File: src/rtl/core/sfs_pkg.sv
// sfs_pkg: shared types and constants of the sprite frame sequencer.
// No dependencies; used by every module under rtl/core.
package sfs_pkg;

  localparam int MAX_FRAMES = 16;
  localparam int TIME_W     = 32;
  localparam int POS_W      = $clog2(MAX_FRAMES);
  localparam int FRAME_W    = 4;
  localparam int COUNT_W    = 5;
  localparam int MODE_W     = 2;
  localparam int APB_AW     = 3;
  localparam int APB_DW     = 32;

  typedef enum logic [1:0] {
    FUNC_TICK   = 2'd0,
    FUNC_LOAD   = 2'd1,
    FUNC_START  = 2'd2,
    FUNC_REWIND = 2'd3
  } func_t;

  localparam logic [MODE_W-1:0] MODE_ONCE      = 2'd0;
  localparam logic [MODE_W-1:0] MODE_LOOP      = 2'd1;
  localparam logic [MODE_W-1:0] MODE_OSCILLATE = 2'd2;

  // register select is paddr[2]; low bits are the byte offset
  localparam logic REG_FRAME_COUNT   = 1'b0;
  localparam logic REG_PLAYBACK_MODE = 1'b1;

  typedef struct packed {
    func_t               func;
    logic [TIME_W-1:0]   delta;
    logic [FRAME_W-1:0]  frame_index;
    logic [TIME_W-1:0]   frame_duration;
  } cmd_word_t;

  typedef struct packed {
    logic [FRAME_W-1:0] current_frame;
    logic               playing;
    logic               frame_changed;
  } rsp_word_t;

  typedef struct packed {
    logic [COUNT_W-1:0] frame_count;
    logic [MODE_W-1:0]  playback_mode;
  } cfg_t;

  typedef struct packed {
    logic              en;
    logic [POS_W-1:0]  addr;
    logic [TIME_W-1:0] data;
  } mem_wr_t;

endpackage

File: src/rtl/core/sfs_cfg_regs.sv
// sfs_cfg_regs: APB-style register file holding frame_count and playback_mode.
// Depends on sfs_pkg.
module sfs_cfg_regs (
  input  logic                       clk,
  input  logic                       rst,
  input  logic                       psel,
  input  logic                       penable,
  input  logic                       pwrite,
  input  logic [sfs_pkg::APB_AW-1:0] paddr,
  input  logic [sfs_pkg::APB_DW-1:0] pwdata,
  output logic [sfs_pkg::APB_DW-1:0] prdata,
  output logic                       pready,
  output sfs_pkg::cfg_t              cfg
);

  logic wr_en;

  assign pready = 1'b1;
  assign wr_en  = psel && penable && pwrite;

  always_ff @(posedge clk) begin
    if (rst) begin
      cfg.frame_count   <= sfs_pkg::COUNT_W'(1);
      cfg.playback_mode <= sfs_pkg::MODE_ONCE;
    end else if (wr_en) begin
      case (paddr[2])
        sfs_pkg::REG_FRAME_COUNT: begin
          cfg.frame_count <= pwdata[sfs_pkg::COUNT_W-1:0];
        end
        sfs_pkg::REG_PLAYBACK_MODE: begin
          cfg.playback_mode <= pwdata[sfs_pkg::MODE_W-1:0];
        end
        default: begin
        end
      endcase
    end
  end

  always_comb begin
    prdata = '0;
    case (paddr[2])
      sfs_pkg::REG_FRAME_COUNT: begin
        prdata[sfs_pkg::COUNT_W-1:0] = cfg.frame_count;
      end
      sfs_pkg::REG_PLAYBACK_MODE: begin
        prdata[sfs_pkg::MODE_W-1:0] = cfg.playback_mode;
      end
      default: begin
        prdata = '0;
      end
    endcase
  end

endmodule

File: src/rtl/core/sfs_dur_mem.sv
// sfs_dur_mem: frame duration memory, one write and one registered read port.
// A read that meets a write to the same entry returns the new data. Depends on sfs_pkg.
module sfs_dur_mem (
  input  logic                        clk,
  input  logic                        rst,
  input  sfs_pkg::mem_wr_t            wr,
  input  logic                        rd_en,
  input  logic [sfs_pkg::POS_W-1:0]   rd_addr,
  output logic [sfs_pkg::TIME_W-1:0]  rd_data
);

  logic [sfs_pkg::TIME_W-1:0] mem [sfs_pkg::MAX_FRAMES];
  logic [sfs_pkg::TIME_W-1:0] rd_q;
  logic [sfs_pkg::TIME_W-1:0] fwd_data;
  logic                       fwd_hit;

  always_ff @(posedge clk) begin
    if (wr.en) begin
      mem[wr.addr] <= wr.data;
    end
    if (rd_en) begin
      rd_q     <= mem[rd_addr];
      fwd_data <= wr.data;
    end
  end

  always_ff @(posedge clk) begin
    if (rst) begin
      fwd_hit <= 1'b0;
    end else if (rd_en) begin
      fwd_hit <= wr.en && (wr.addr == rd_addr);
    end
  end

  assign rd_data = fwd_hit ? fwd_data : rd_q;

  a_fwd_new_data: assert property (@(posedge clk) disable iff (rst)
    rd_en && wr.en && (wr.addr == rd_addr) |=> rd_data == $past(wr.data))
    else $error("read colliding with a write did not return the written data");

endmodule

File: src/rtl/core/sfs_exec.sv
// sfs_exec: sequencer state (position, elapsed time, direction, running) and
// the per-word update. Depends on sfs_pkg.
module sfs_exec (
  input  logic                        clk,
  input  logic                        rst,
  input  sfs_pkg::cfg_t               cfg,
  input  logic                        fire,
  input  sfs_pkg::cmd_word_t          item,
  input  logic [sfs_pkg::TIME_W-1:0]  dur,
  output logic [sfs_pkg::POS_W-1:0]   pos,
  output logic [sfs_pkg::POS_W-1:0]   pos_next,
  output sfs_pkg::rsp_word_t          result,
  output sfs_pkg::mem_wr_t            mem_wr
);

  localparam int TW = sfs_pkg::TIME_W;
  localparam int PW = sfs_pkg::POS_W;

  logic [TW-1:0] elapsed;
  logic          backward;
  logic          running;

  logic [TW-1:0] elapsed_next;
  logic          backward_next;
  logic          running_next;

  logic [TW:0]   rem;
  logic [TW+1:0] sum;
  logic          sum_pos;
  logic [TW-1:0] sum_sat;
  logic [TW-1:0] grow;

  logic [PW-1:0] last;
  logic [PW-1:0] p;
  logic [PW-1:0] adv_pos;
  logic          adv_backward;
  logic          adv_running;

  // elapsed - dur, then + delta; positive sum means the frame ran out
  assign rem     = {1'b0, elapsed} - {1'b0, dur};
  assign sum     = {2'b00, item.delta} + {rem[TW], rem};
  assign sum_pos = !sum[TW+1] && (sum != '0);
  assign sum_sat = sum[TW] ? {TW{1'b1}} : sum[TW-1:0];
  assign grow    = elapsed + item.delta;

  always_comb begin
    if (cfg.frame_count == '0) begin
      last = '0;
    end else if (int'(cfg.frame_count) > sfs_pkg::MAX_FRAMES) begin
      last = PW'(sfs_pkg::MAX_FRAMES - 1);
    end else begin
      last = PW'(cfg.frame_count - sfs_pkg::COUNT_W'(1));
    end
  end

  assign p = (pos > last) ? last : pos;

  always_comb begin
    adv_pos      = p;
    adv_backward = backward;
    adv_running  = running;
    case (cfg.playback_mode)
      sfs_pkg::MODE_ONCE: begin
        if (!backward) begin
          if (p < last) adv_pos = p + PW'(1);
          else          adv_running = 1'b0;
        end else begin
          if (p != '0)  adv_pos = p - PW'(1);
          else          adv_running = 1'b0;
        end
      end
      sfs_pkg::MODE_LOOP: begin
        if (!backward) adv_pos = (p >= last) ? '0 : p + PW'(1);
        else           adv_pos = (p == '0) ? last : p - PW'(1);
      end
      sfs_pkg::MODE_OSCILLATE: begin
        if (!backward) adv_pos = (p < last) ? p + PW'(1) : p;
        else           adv_pos = (p != '0) ? p - PW'(1) : p;
        if ((adv_pos == '0) || (adv_pos == last)) adv_backward = !backward;
      end
      default: begin
        // unused mode: time is still carried, frame stays put
        adv_pos = pos;
      end
    endcase
  end

  always_comb begin
    pos_next      = pos;
    elapsed_next  = elapsed;
    backward_next = backward;
    running_next  = running;
    case (item.func)
      sfs_pkg::FUNC_TICK: begin
        if (running) begin
          if (sum_pos) begin
            elapsed_next  = sum_sat;
            pos_next      = adv_pos;
            backward_next = adv_backward;
            running_next  = adv_running;
          end else begin
            elapsed_next = grow;
          end
        end
      end
      sfs_pkg::FUNC_START: begin
        running_next = 1'b1;
      end
      sfs_pkg::FUNC_REWIND: begin
        elapsed_next = '0;
        pos_next     = '0;
      end
      default: begin
      end
    endcase
  end

  always_ff @(posedge clk) begin
    if (rst) begin
      pos      <= '0;
      elapsed  <= '0;
      backward <= 1'b0;
      running  <= 1'b0;
    end else if (fire) begin
      pos      <= pos_next;
      elapsed  <= elapsed_next;
      backward <= backward_next;
      running  <= running_next;
    end
  end

  assign result.current_frame = sfs_pkg::FRAME_W'(pos_next);
  assign result.playing       = running_next;
  assign result.frame_changed = (item.func == sfs_pkg::FUNC_TICK) && (pos_next != pos);

  assign mem_wr.en   = fire && (item.func == sfs_pkg::FUNC_LOAD) &&
                       (int'(item.frame_index) < sfs_pkg::MAX_FRAMES);
  assign mem_wr.addr = PW'(item.frame_index);
  assign mem_wr.data = item.frame_duration;

  a_stopped_tick_idle: assert property (@(posedge clk) disable iff (rst)
    fire && (item.func == sfs_pkg::FUNC_TICK) && !running
    |=> $stable(pos) && $stable(elapsed) && !running)
    else $error("tick while stopped changed the sequencer state");

  a_rewind_clears: assert property (@(posedge clk) disable iff (rst)
    fire && (item.func == sfs_pkg::FUNC_REWIND) |=> (pos == '0) && (elapsed == '0))
    else $error("rewind did not clear position and elapsed time");

  a_changed_only_on_tick: assert property (@(posedge clk) disable iff (rst)
    result.frame_changed |-> (item.func == sfs_pkg::FUNC_TICK) && running)
    else $error("frame change flagged outside a running tick");

endmodule

File: src/rtl/core/sprite_frame_sequencer.sv
// sprite_frame_sequencer: top level; command/response channels, execute stage,
// response register. Depends on sfs_pkg, sfs_cfg_regs, sfs_dur_mem, sfs_exec.
//
// The sequencer takes one command word per clock while cmd_stall is low and
// returns one response word per command, in order. An accepted word reads the
// frame duration memory in the cycle it is accepted, then waits in the execute
// stage until that stage fires, and its response is presented from the response
// register. Throughput is one word per cycle while nothing stalls, with no
// bubbles after frame changes or duration loads. The duration read address is
// the frame position left by the word ahead of it, resolved in the same cycle,
// and a load to the entry being read is forwarded. cmd_stall rises only while
// the execute stage holds a word that cannot move into a full, stalled response
// register. Durations never loaded read as arbitrary values. frame_count and
// playback_mode are to be written only while no command is in flight.
module sprite_frame_sequencer (
  input  logic                       clk,
  input  logic                       rst,
  input  logic                       cmd_valid,
  output logic                       cmd_stall,
  input  sfs_pkg::cmd_word_t         cmd,
  output logic                       rsp_valid,
  input  logic                       rsp_stall,
  output sfs_pkg::rsp_word_t         rsp,
  input  logic                       psel,
  input  logic                       penable,
  input  logic                       pwrite,
  input  logic [sfs_pkg::APB_AW-1:0] paddr,
  input  logic [sfs_pkg::APB_DW-1:0] pwdata,
  output logic [sfs_pkg::APB_DW-1:0] prdata,
  output logic                       pready
);

  sfs_pkg::cfg_t                cfg;
  sfs_pkg::cmd_word_t           ex_item;
  logic                         ex_valid;
  logic                         ex_fire;
  logic                         accept;
  logic [sfs_pkg::TIME_W-1:0]   dur;
  logic [sfs_pkg::POS_W-1:0]    pos;
  logic [sfs_pkg::POS_W-1:0]    pos_next;
  logic [sfs_pkg::POS_W-1:0]    rd_addr;
  sfs_pkg::rsp_word_t           result;
  sfs_pkg::mem_wr_t             mem_wr;

  assign ex_fire   = ex_valid && (!rsp_valid || !rsp_stall);
  assign cmd_stall = ex_valid && !ex_fire;
  assign accept    = cmd_valid && !cmd_stall;
  // read where the word ahead leaves the position
  assign rd_addr   = ex_fire ? pos_next : pos;

  sfs_cfg_regs u_cfg (
    .clk     (clk),
    .rst     (rst),
    .psel    (psel),
    .penable (penable),
    .pwrite  (pwrite),
    .paddr   (paddr),
    .pwdata  (pwdata),
    .prdata  (prdata),
    .pready  (pready),
    .cfg     (cfg)
  );

  sfs_dur_mem u_mem (
    .clk     (clk),
    .rst     (rst),
    .wr      (mem_wr),
    .rd_en   (accept),
    .rd_addr (rd_addr),
    .rd_data (dur)
  );

  sfs_exec u_exec (
    .clk      (clk),
    .rst      (rst),
    .cfg      (cfg),
    .fire     (ex_fire),
    .item     (ex_item),
    .dur      (dur),
    .pos      (pos),
    .pos_next (pos_next),
    .result   (result),
    .mem_wr   (mem_wr)
  );

  always_ff @(posedge clk) begin
    if (rst) begin
      ex_valid <= 1'b0;
    end else if (accept) begin
      ex_valid <= 1'b1;
    end else if (ex_fire) begin
      ex_valid <= 1'b0;
    end
  end

  always_ff @(posedge clk) begin
    if (accept) begin
      ex_item <= cmd;
    end
  end

  always_ff @(posedge clk) begin
    if (rst) begin
      rsp_valid <= 1'b0;
    end else if (ex_fire) begin
      rsp_valid <= 1'b1;
    end else if (!rsp_stall) begin
      rsp_valid <= 1'b0;
    end
  end

  always_ff @(posedge clk) begin
    if (ex_fire) begin
      rsp <= result;
    end
  end

  a_fire_gives_rsp: assert property (@(posedge clk) disable iff (rst)
    ex_fire |=> rsp_valid && (rsp == $past(result)))
    else $error("executed word did not reach the response register");

  a_held_word_kept: assert property (@(posedge clk) disable iff (rst)
    cmd_stall |=> ex_valid && $stable(ex_item))
    else $error("stalled execute stage lost or changed its word");

endmodule
File: config.mk
export PLATFORM = sky130hd
export DESIGN_NAME = sprite_frame_sequencer
export DESIGN_NICKNAME = d
export VERILOG_FILES = /design/src/rtl/core/sfs_pkg.sv /design/src/rtl/core/sfs_cfg_regs.sv /design/src/rtl/core/sfs_dur_mem.sv /design/src/rtl/core/sfs_exec.sv /design/src/rtl/core/sprite_frame_sequencer.sv
export SDC_FILE = /design/constraint.sdc
export NUM_CORES = 1
export LEC_CHECK = 0
export BUFFER_PORTS_ARGS = -buffer_cell sky130_fd_sc_hd__buf_2
export CORE_MARGIN = 2
export CORE_UTILIZATION = 50
export DETAILED_ROUTE_END_ITERATION = 12
export HOLD_SLACK_MARGIN = 0.15
export PLACE_DENSITY_LB_ADDON = 0.1
export SYNTH_ARGS = -nofsm -noshare
export SYNTH_HDL_FRONTEND = slang
export SYNTH_SLANG_ARGS = --single-unit
File: constraint.sdc
create_clock -name clk -period 14.9 [get_ports clk]
set_clock_uncertainty 0.15 [all_clocks]
set_input_delay 1.49 -clock clk [delete_from_list [all_inputs] [get_ports clk]]
set_output_delay 1.49 -clock clk [all_outputs]
set_load 0.02 [all_outputs]
Yosys cells after proc, flatten, opt, wreduce, memory -nomap -nowiden
Memories as Yosys holds them, arrays and structs flattened. A register that Yosys moved wholly into a read port is not among the register bits.
Index checks and enable logic that the tools add are counted.
{"block": "classes", "n_bitwise": 1, "n_addsub": 6, "muxes": 35, "reduce_logical": 30, "order_cmp": 4, "n_eq_ne": 10}
{"operator": "32-bit two-way mux", "n": 4}
{"operator": "32-bit case mux with 2 select lines", "n": 1}
{"operator": "4-bit two-way mux", "n": 13}
{"operator": "33-bit by 33-bit adder with 34-bit output", "n": 1}
{"operator": "34-bit nonzero test", "n": 1}
{"operator": "32-bit by 32-bit subtractor with 33-bit output", "n": 1}
{"operator": "32-bit adder", "n": 1}
{"operator": "1-bit two-way mux", "n": 12}
{"operator": "4-bit case mux with 3 select lines", "n": 1}
{"operator": "1-bit logical AND", "n": 9}
{"operator": "4-bit == test", "n": 2}
{"operator": "4-bit zero test", "n": 2}
{"operator": "4-bit case mux with 2 select lines", "n": 1}
{"operator": "4-bit by 1-bit subtractor with 4-bit output, second input constant", "n": 2}
{"operator": "2-bit == test, second input constant", "n": 3}
{"operator": "1-bit zero test", "n": 6}
{"operator": "6-bit AND reduction", "n": 1}
{"operator": "5-bit > comparator, second input constant", "n": 1}
{"operator": "5-bit zero test", "n": 1}
{"operator": "4-bit by 1-bit adder with 4-bit output, second input constant", "n": 1}
{"operator": "2-bit by 1-bit == test with 1-bit output, second input constant", "n": 2}
{"operator": "4-bit greater-or-equal comparator", "n": 1}
{"operator": "4-bit > comparator", "n": 1}
{"operator": "2-bit zero test", "n": 2}
{"operator": "other kinds (12)", "n": 16}
{"block": "word_totals", "ram_bits": 512, "ff_bits": 156, "inputBits": 112, "mem_count": 1}
{"memory": "u_mem.mem", "words": 16, "width": 32, "read_ports": 1, "rd_clocked_by_memory_dff": 1, "wr": 1, "line_no": "sfs_dur_mem.sv:12", "source": "logic [sfs_pkg::TIME_W-1:0] mem [sfs_pkg::MAX_FRAMES];"}

Logic depth before layout (Yosys ltp)
{"block": "logic_depth", "word_depth": 16, "mapped_depth": 37, "depth_no_buf": 31}

Hierarchy
Synthesis repeated with hierarchy kept, for this count alone.
{"block": "unflattened", "cells_unflattened": 2402, "hier_area_um2": 33433.3}
{"module": "sfs_dur_mem", "instances": 1, "area_per_inst_um2": 22008.6, "cells_per_inst": 1060}
{"module": "sfs_exec", "instances": 1, "area_per_inst_um2": 8420.6, "cells_per_inst": 1186}
{"module": "sprite_frame_sequencer", "instances": 1, "area_per_inst_um2": 2416.1, "cells_per_inst": 90}
{"module": "sfs_cfg_regs", "instances": 1, "area_per_inst_um2": 588.1, "cells_per_inst": 66}

Least setup slack after synthesis
No wires, ideal clock.
{"block": "synth_path", "path_kind": "input -> register", "startpoint": "input rsp_stall", "endpoint": "register ex_item[0] (netlist bit), enable pin", "stages": 3, "t_required_ps": 14119, "arrival_time_ps": 7309, "path_slack_ps": 6811, "path_cell_list": "nand3_1 inv_1 nor2_1"}
{"block": "synth_via", "elab_chain_len": 7}
{"element": "start, declared", "line_no": "sprite_frame_sequencer.sv:22", "source": "input logic rsp_stall,"}
{"element": "1-bit zero test"}
{"element": "1-bit logical OR", "line_no": "sprite_frame_sequencer.sv:45", "source": "assign ex_fire = ex_valid && (!rsp_valid || !rsp_stall);"}
{"element": "1-bit logical AND", "line_no": "sprite_frame_sequencer.sv:45"}
{"element": "1-bit zero test", "line_no": "sprite_frame_sequencer.sv:46", "source": "assign cmd_stall = ex_valid && !ex_fire;"}
{"element": "1-bit logical AND", "line_no": "sprite_frame_sequencer.sv:46"}
{"element": "named net cmd_stall", "line_no": "sprite_frame_sequencer.sv:19", "source": "output logic cmd_stall,"}
{"element": "1-bit zero test", "line_no": "sprite_frame_sequencer.sv:47", "source": "assign accept = cmd_valid && !cmd_stall;"}
{"element": "1-bit logical AND", "line_no": "sprite_frame_sequencer.sv:47"}
{"element": "named net accept", "line_no": "sprite_frame_sequencer.sv:37", "source": "logic accept;"}
{"element": "end signal, assigned", "line_no": "sprite_frame_sequencer.sv:98", "source": "ex_item <= cmd;"}
{"element": "end, declared", "line_no": "sprite_frame_sequencer.sv:34", "source": "sfs_pkg::cmd_word_t ex_item;"}
The timed path passes the listed nets, and every way through them passes these cells.
A chain may end at the register's enable or synchronous reset.

Worst setup path in the final report
{"block": "layout_path", "startpoint": "register u_mem.fwd_hit", "endpoint": "register u_mem.rd_q[11] (netlist bit), read port of u_mem.mem (data pin)"}
{"block": "layout_via", "elab_chain_len": 9, "elab_cells_between_ends": 10, "classes_between": "add/sub: 2; mux: 5; reduce/logical: 3"}
{"element": "start, declared", "line_no": "sfs_dur_mem.sv:15", "source": "logic fwd_hit;"}
{"element": "start signal, assigned", "line_no": "sfs_dur_mem.sv:31", "source": "fwd_hit <= wr.en && (wr.addr == rd_addr);"}
{"element": "32-bit two-way mux (*)", "line_no": "sfs_dur_mem.sv:35", "source": "assign rd_data = fwd_hit ? fwd_data : rd_q;"}
{"element": "32-bit by 32-bit subtractor with 33-bit output (*)", "line_no": "sfs_exec.sv:40", "source": "assign rem = {1'b0, elapsed} - {1'b0, dur};"}
{"element": "33-bit by 33-bit adder with 34-bit output (*)", "line_no": "sfs_exec.sv:41", "source": "assign sum = {2'b00, item.delta} + {rem[TW], rem};"}
{"element": "34-bit nonzero test or 1-bit zero test (tied branches)", "line_no": "sfs_exec.sv:42", "source": "assign sum_pos = !sum[TW+1] && (sum != '0);"}
{"element": "1-bit logical AND (*)", "line_no": "sfs_exec.sv:42"}
{"element": "4-bit two-way mux (*)", "line_no": "sfs_exec.sv:96", "source": "if (sum_pos) begin"}
{"element": "4-bit two-way mux (*)", "line_no": "sfs_exec.sv:95", "source": "if (running) begin"}
{"element": "4-bit case mux with 2 select lines (*)", "line_no": "sfs_exec.sv:93", "source": "case (item.func)"}
{"element": "4-bit two-way mux (*)"}
{"element": "end, declared", "line_no": "sfs_dur_mem.sv:13", "source": "logic [sfs_pkg::TIME_W-1:0] rd_q;"}
Mark *: on every way between the ends. The rest lies on a longest branch, timed or not.

==> results.md <==
Power:
- The total chip power is 4.61 mW.
- The design internal power is 3.44 mW.
- The cell leakage power is 15.1 nW.
- The power per cell area is 109 nW/um^2.
- The part of the power in the clock network is 41.7%.
- Of the total power, registers draw 48.1%.
- The net switching share of the total power is 25.3%.
- The combinational share of power is 10.2%.
- Across the VDD grid, the largest voltage drop is 0.110 mV.
- In this run the power spent charging and discharging nets is 1.17 mW.

Synthesis:
- Summing every instance area after synthesis gives 38500 um^2.
- The post-synthesis area per instance is 11.1 um^2.
- The top cell type by area accounts for 50.9% of the synthesized area.
- The mux contribution to synthesized area is 2.96%.
- The portion of the post-synthesis area used by sequential elements is 53.4%.
- The share of the synthesized area in compound gates (AO/OA/AOI/OAI) is 20.4%.
- Summing the areas of all fa, ha and maj instances in the mapped netlist gives 3.93% of the synthesized area.
- The most used flip-flop cell after synthesis is sky130_fd_sc_hd__edfxtp_1.
- The count of flip-flops with a built-in enable after synthesis is 652.
- The number of instances in the synthesized netlist is 3465.
- Ranked by total cell area, the synthesized netlist is headed by sky130_fd_sc_hd__edfxtp_1, sky130_fd_sc_hd__nand2_1, sky130_fd_sc_hd__ha_1, sky130_fd_sc_hd__a211oi_1, sky130_fd_sc_hd__mux2i_1.
- The async set-reset flop share out of synthesis is 0%.
- The dominant cell type by area after synthesis is sky130_fd_sc_hd__edfxtp_1.
- The number of flip-flops and latches in the synthesized netlist is 700.
- Summing the areas of all xor and xnor instances in the mapped netlist gives 1.98% of the synthesized area.
- The main combinational cell family by area after synthesis is compound AO/OA/AOI/OAI gates.
- Yosys printed 0 warnings.
- The synthesized-area fraction occupied by and/or/nand/nor cells is 13.1%.
- The synthesized netlist contains 99 unique library cells.

Floorplan:
- During I/O placement, the number of pins put on the boundary was 153.
- The effective utilization at floorplan is 50.6%.
- The die extent in x is 281 um.
- The area of the die is 79200 um^2.
- The core region is 76100 um^2.
- The row count is 101.
- The die outline height is 281 um.

Placement:
- The post-DP HPWL is 67.0 mm.
- The setup slack at placement is 3.01 ns.
- The count of port buffers added during placement is 95.
- Routability-driven placement finished with a final weighted congestion of 0.883.

Worst setup path:
- The largest incremental delay on the critical path is 0.87 ns.
- Counting stages on the worst path, the most repeated cell is sky130_fd_sc_hd__buf_4.
- The required arrival time at the worst endpoint is 15.12 ns.
- The critical path contains buffers and inverters numbering 4 combined.
- The category of the worst setup path launch point is a flop.
- For the worst setup path, the data arrival time is 12.45 ns.
- In this design, the largest share of critical-path delay is due to compound AO/OA/AOI/OAI gates.
- STA classifies the critical path endpoint as a flop.
- The type of the worst setup path is flop to flop.
- The standard cell with the maximum stage delay on the critical path is sky130_fd_sc_hd__a2bb2oi_4.
- The worst-path maximum fanout is 36.

Drt:
- Once detail routing completed, the nets flagged for antenna violations numbered 0.
- The routed wire length is 120 mm.
- The ratio of routed vias to standard cells is 6.72.
- The detailed router placed 30.3k vias in this run.
- The initial detailed-routing violation count is 2863.
- For this run, design rule violations remaining after detail routing come to 0.
- The routed wirelength normalized by instance count is 26.6 um.
- For this run, the detailed router's first-pass iteration total came to 6.

Global routing:
- The via count of the first global-routing pass came to 29.7k.
- The number of antenna violations at the first check in global routing is 3.
- The final global-route overflow total is 0.
- Entering global routing, the biggest net connects 163 pins.
- The global-route wire length before repair is 179 mm.
- For this run, the total global-route usage over all layers was measured as 29.7%.

Clocking:
- The post-CTS setup repair buffer count is 0.
- The number of clock sinks is 700.
- Buffers inserted to repair hold after CTS numbered 0.
- The buffer depth of the longest clock path is 3.
- The maximum level of the CTS H-tree is 3.
- After clock tree synthesis, the clock-pin slew on the worst setup and hold paths is 0.05 ns.
- The cell chosen for the clock root is sky130_fd_sc_hd__clkbuf_16.
- The number of clock buffers added by TritonCTS is 79.
- The insertion delay to the later sink of the worst-skew pair is 0.64 ns.
- Gates resized during post-CTS repair numbered 0.
- TritonCTS built the clock tree.

Final layout:
- The final net count is 3647.
- The number of antenna diodes is 0.
- The filler cell count is 6385.
- The area growth from synthesis to layout is 9.52%.
- Of the cells placed in the final design, the portion with a size suffix greater than 1 is 9.63%.

Timing:
- The clock period could shrink to 12.23 ns.
- Static timing analysis puts the maximum clock frequency at 81.8 MHz.
- The final hold violation count is 0.
- Setup violations remaining at the end of the flow were counted as 0.
- Setup repair after global routing left no endpoint under its margin.
- On the final layout, the worst hold slack is 0.338 ns.
- The actual transition at the worst max-transition pin is 1.18 ns.
- The number of max-slew violations in the final report is 0.
- The worst path uses 82.1% of the clock period.
- The headroom to the max-slew limit is 21.5%.
- The least setup slack across all paths after layout is 2.67 ns.
- The setup TNS is 0 ns.

Job:
- Across the run, the number of max-cap violations was 0.

Hold path:
- The path class of the lowest-slack min-delay path is flop to flop.

Status:
- The flow ran to the end, and the final reports show no timing, DRC or antenna violations.
==> path summary, 6_finish.rpt <==
check,from,to,slack [ns],depth (start not counted)
worst max-delay path,u_mem.fwd_hit,u_mem.rd_q[11],2.67,31
worst min-delay path,u_exec.elapsed[0],u_exec.elapsed[0],0.34,2
worst max register to register,u_mem.fwd_hit,u_mem.rd_q[11],2.67,31
worst min register to register,u_exec.elapsed[0],u_exec.elapsed[0],0.34,2
==> metal layers <==
| metal | vias up | share of wire [%] | GRT usage (%) | wire, um |
|---|---|---|---|---|
| met3 | 302 | 8.3 | 4.53 | 10000 |
| met5 | - | 0.013 | 0 | 16 |
| met4 | 2 | 3.6 | 11.7 | 4290 |
| li1 | 13400 | - | - | - |
| met1 | 15000 | 40 | 39.2 | 48500 |
| met2 | 1546 | 48 | 49.4 | 57000 |
==> state kept, by name (all words and copies together) (netlist names) <==
name / count
ex_item: 70
ex_valid: 1
rsp: 6
rsp_valid: 1
u_cfg.cfg: 7
u_exec.backward: 1
u_exec.elapsed: 32
u_exec.pos: 4
u_exec.running: 1
u_mem.fwd_data: 32
u_mem.fwd_hit: 1
u_mem.mem: 512
u_mem.rd_q: 32
==> layout by cell type, fill, tap and decap left out, drive strengths merged, types with 21 or more instances in the layout <==
| master | n |
|---|---|
| a211o | 38 |
| a211oi | 143 |
| a21o | 103 |
| a21oi | 102 |
| a311oi | 69 |
| a31oi | 76 |
| buf | 153 |
| clkbuf | 94 |
| clkinv | 38 |
| conb | 28 |
| dfxtp | 48 |
| edfxtp | 652 |
| ha | 116 |
| inv | 56 |
| mux2i | 105 |
| nand2 | 479 |
| nand3 | 119 |
| nand4 | 23 |
| nor2 | 123 |
| nor2b | 21 |
| nor3 | 93 |
| nor3b | 33 |
| o211a | 98 |
| o211ai | 29 |
| o21a | 22 |
| o21ai | 76 |
| o221ai | 66 |
| o22ai | 34 |
| o311ai | 68 |
| or3 | 27 |
| or4 | 66 |
| xnor2 | 59 |
| xor2 | 28 |
==> worst register-to-register path: cells and delay by family (launching register included) <==
kind / cells / cell delay (ns)
XOR/XNOR: 2 / 0.96
flip-flops: 1 / 0.55
multiplexers: 1 / 0.64
buffers and inverters: 4 / 2.36
adder cells (fa/ha/maj): 2 / 0.77
AND/OR/NAND/NOR: 3 / 0.95
AO/OA/AOI/OAI: 19 / 5.58
==> layout make-up <==
cell class | count | area (um^2) | area share (%)
sequential | 700 | 20500 | 48.7
multi-input combinational | 2426 | 16600 | 39.4
clock buffer | 94 | 2050 | 4.87
tap | 1030 | 1290 | 3.06
timing repair buffer | 153 | 973 | 2.31
clock inverter | 48 | 477 | 1.13
inverter | 56 | 211 | 0.502
==> cells by family after synthesis <==
family,Yosys count
simple gates,1057
compound gates,1022
flops,700
xor+xnor,87
mux,113
other cells,2
fa+ha+maj,119
buf+inv,365
==> power by group through the flow <==
stage / registers, mW / clock network (mW) / logic, mW
detailed placement: 2.26 / 0 / 0.460
global placement: 2.25 / 0 / 0.450
global route: 2.22 / 2.03 / 0.510
finish: 2.22 / 1.92 / 0.472
floorplan: 2.24 / 0 / 0.339
CTS: 2.22 / 1.95 / 0.463
==> cells in the mapped netlist (all sizes together), types with 92 or more instances <==
cell type and number:
o211a 98, a211oi 143, a21o 103, edfxtp 652, nand3 119, nor2 123
nand2 479, ha 116, a21oi 102, clkbuf 217, mux2i 105, buf 92
nor3 93
==> metrics by stage <==
stage | util, % | instance area (um^2) | instances
3_5_place_dp | 52.1 | 39600 | 4365
4_1_cts | 55.4 | 42200 | 4507
3_3_place_gp | 52.1 | 39600 | 4365
6_report | 55.4 | 42200 | 4507
5_1_grt | 55.4 | 42200 | 4507
2_1_floorplan | - | 38600 | 3491
No activity file was read; power rests on OpenSTA's default activity.
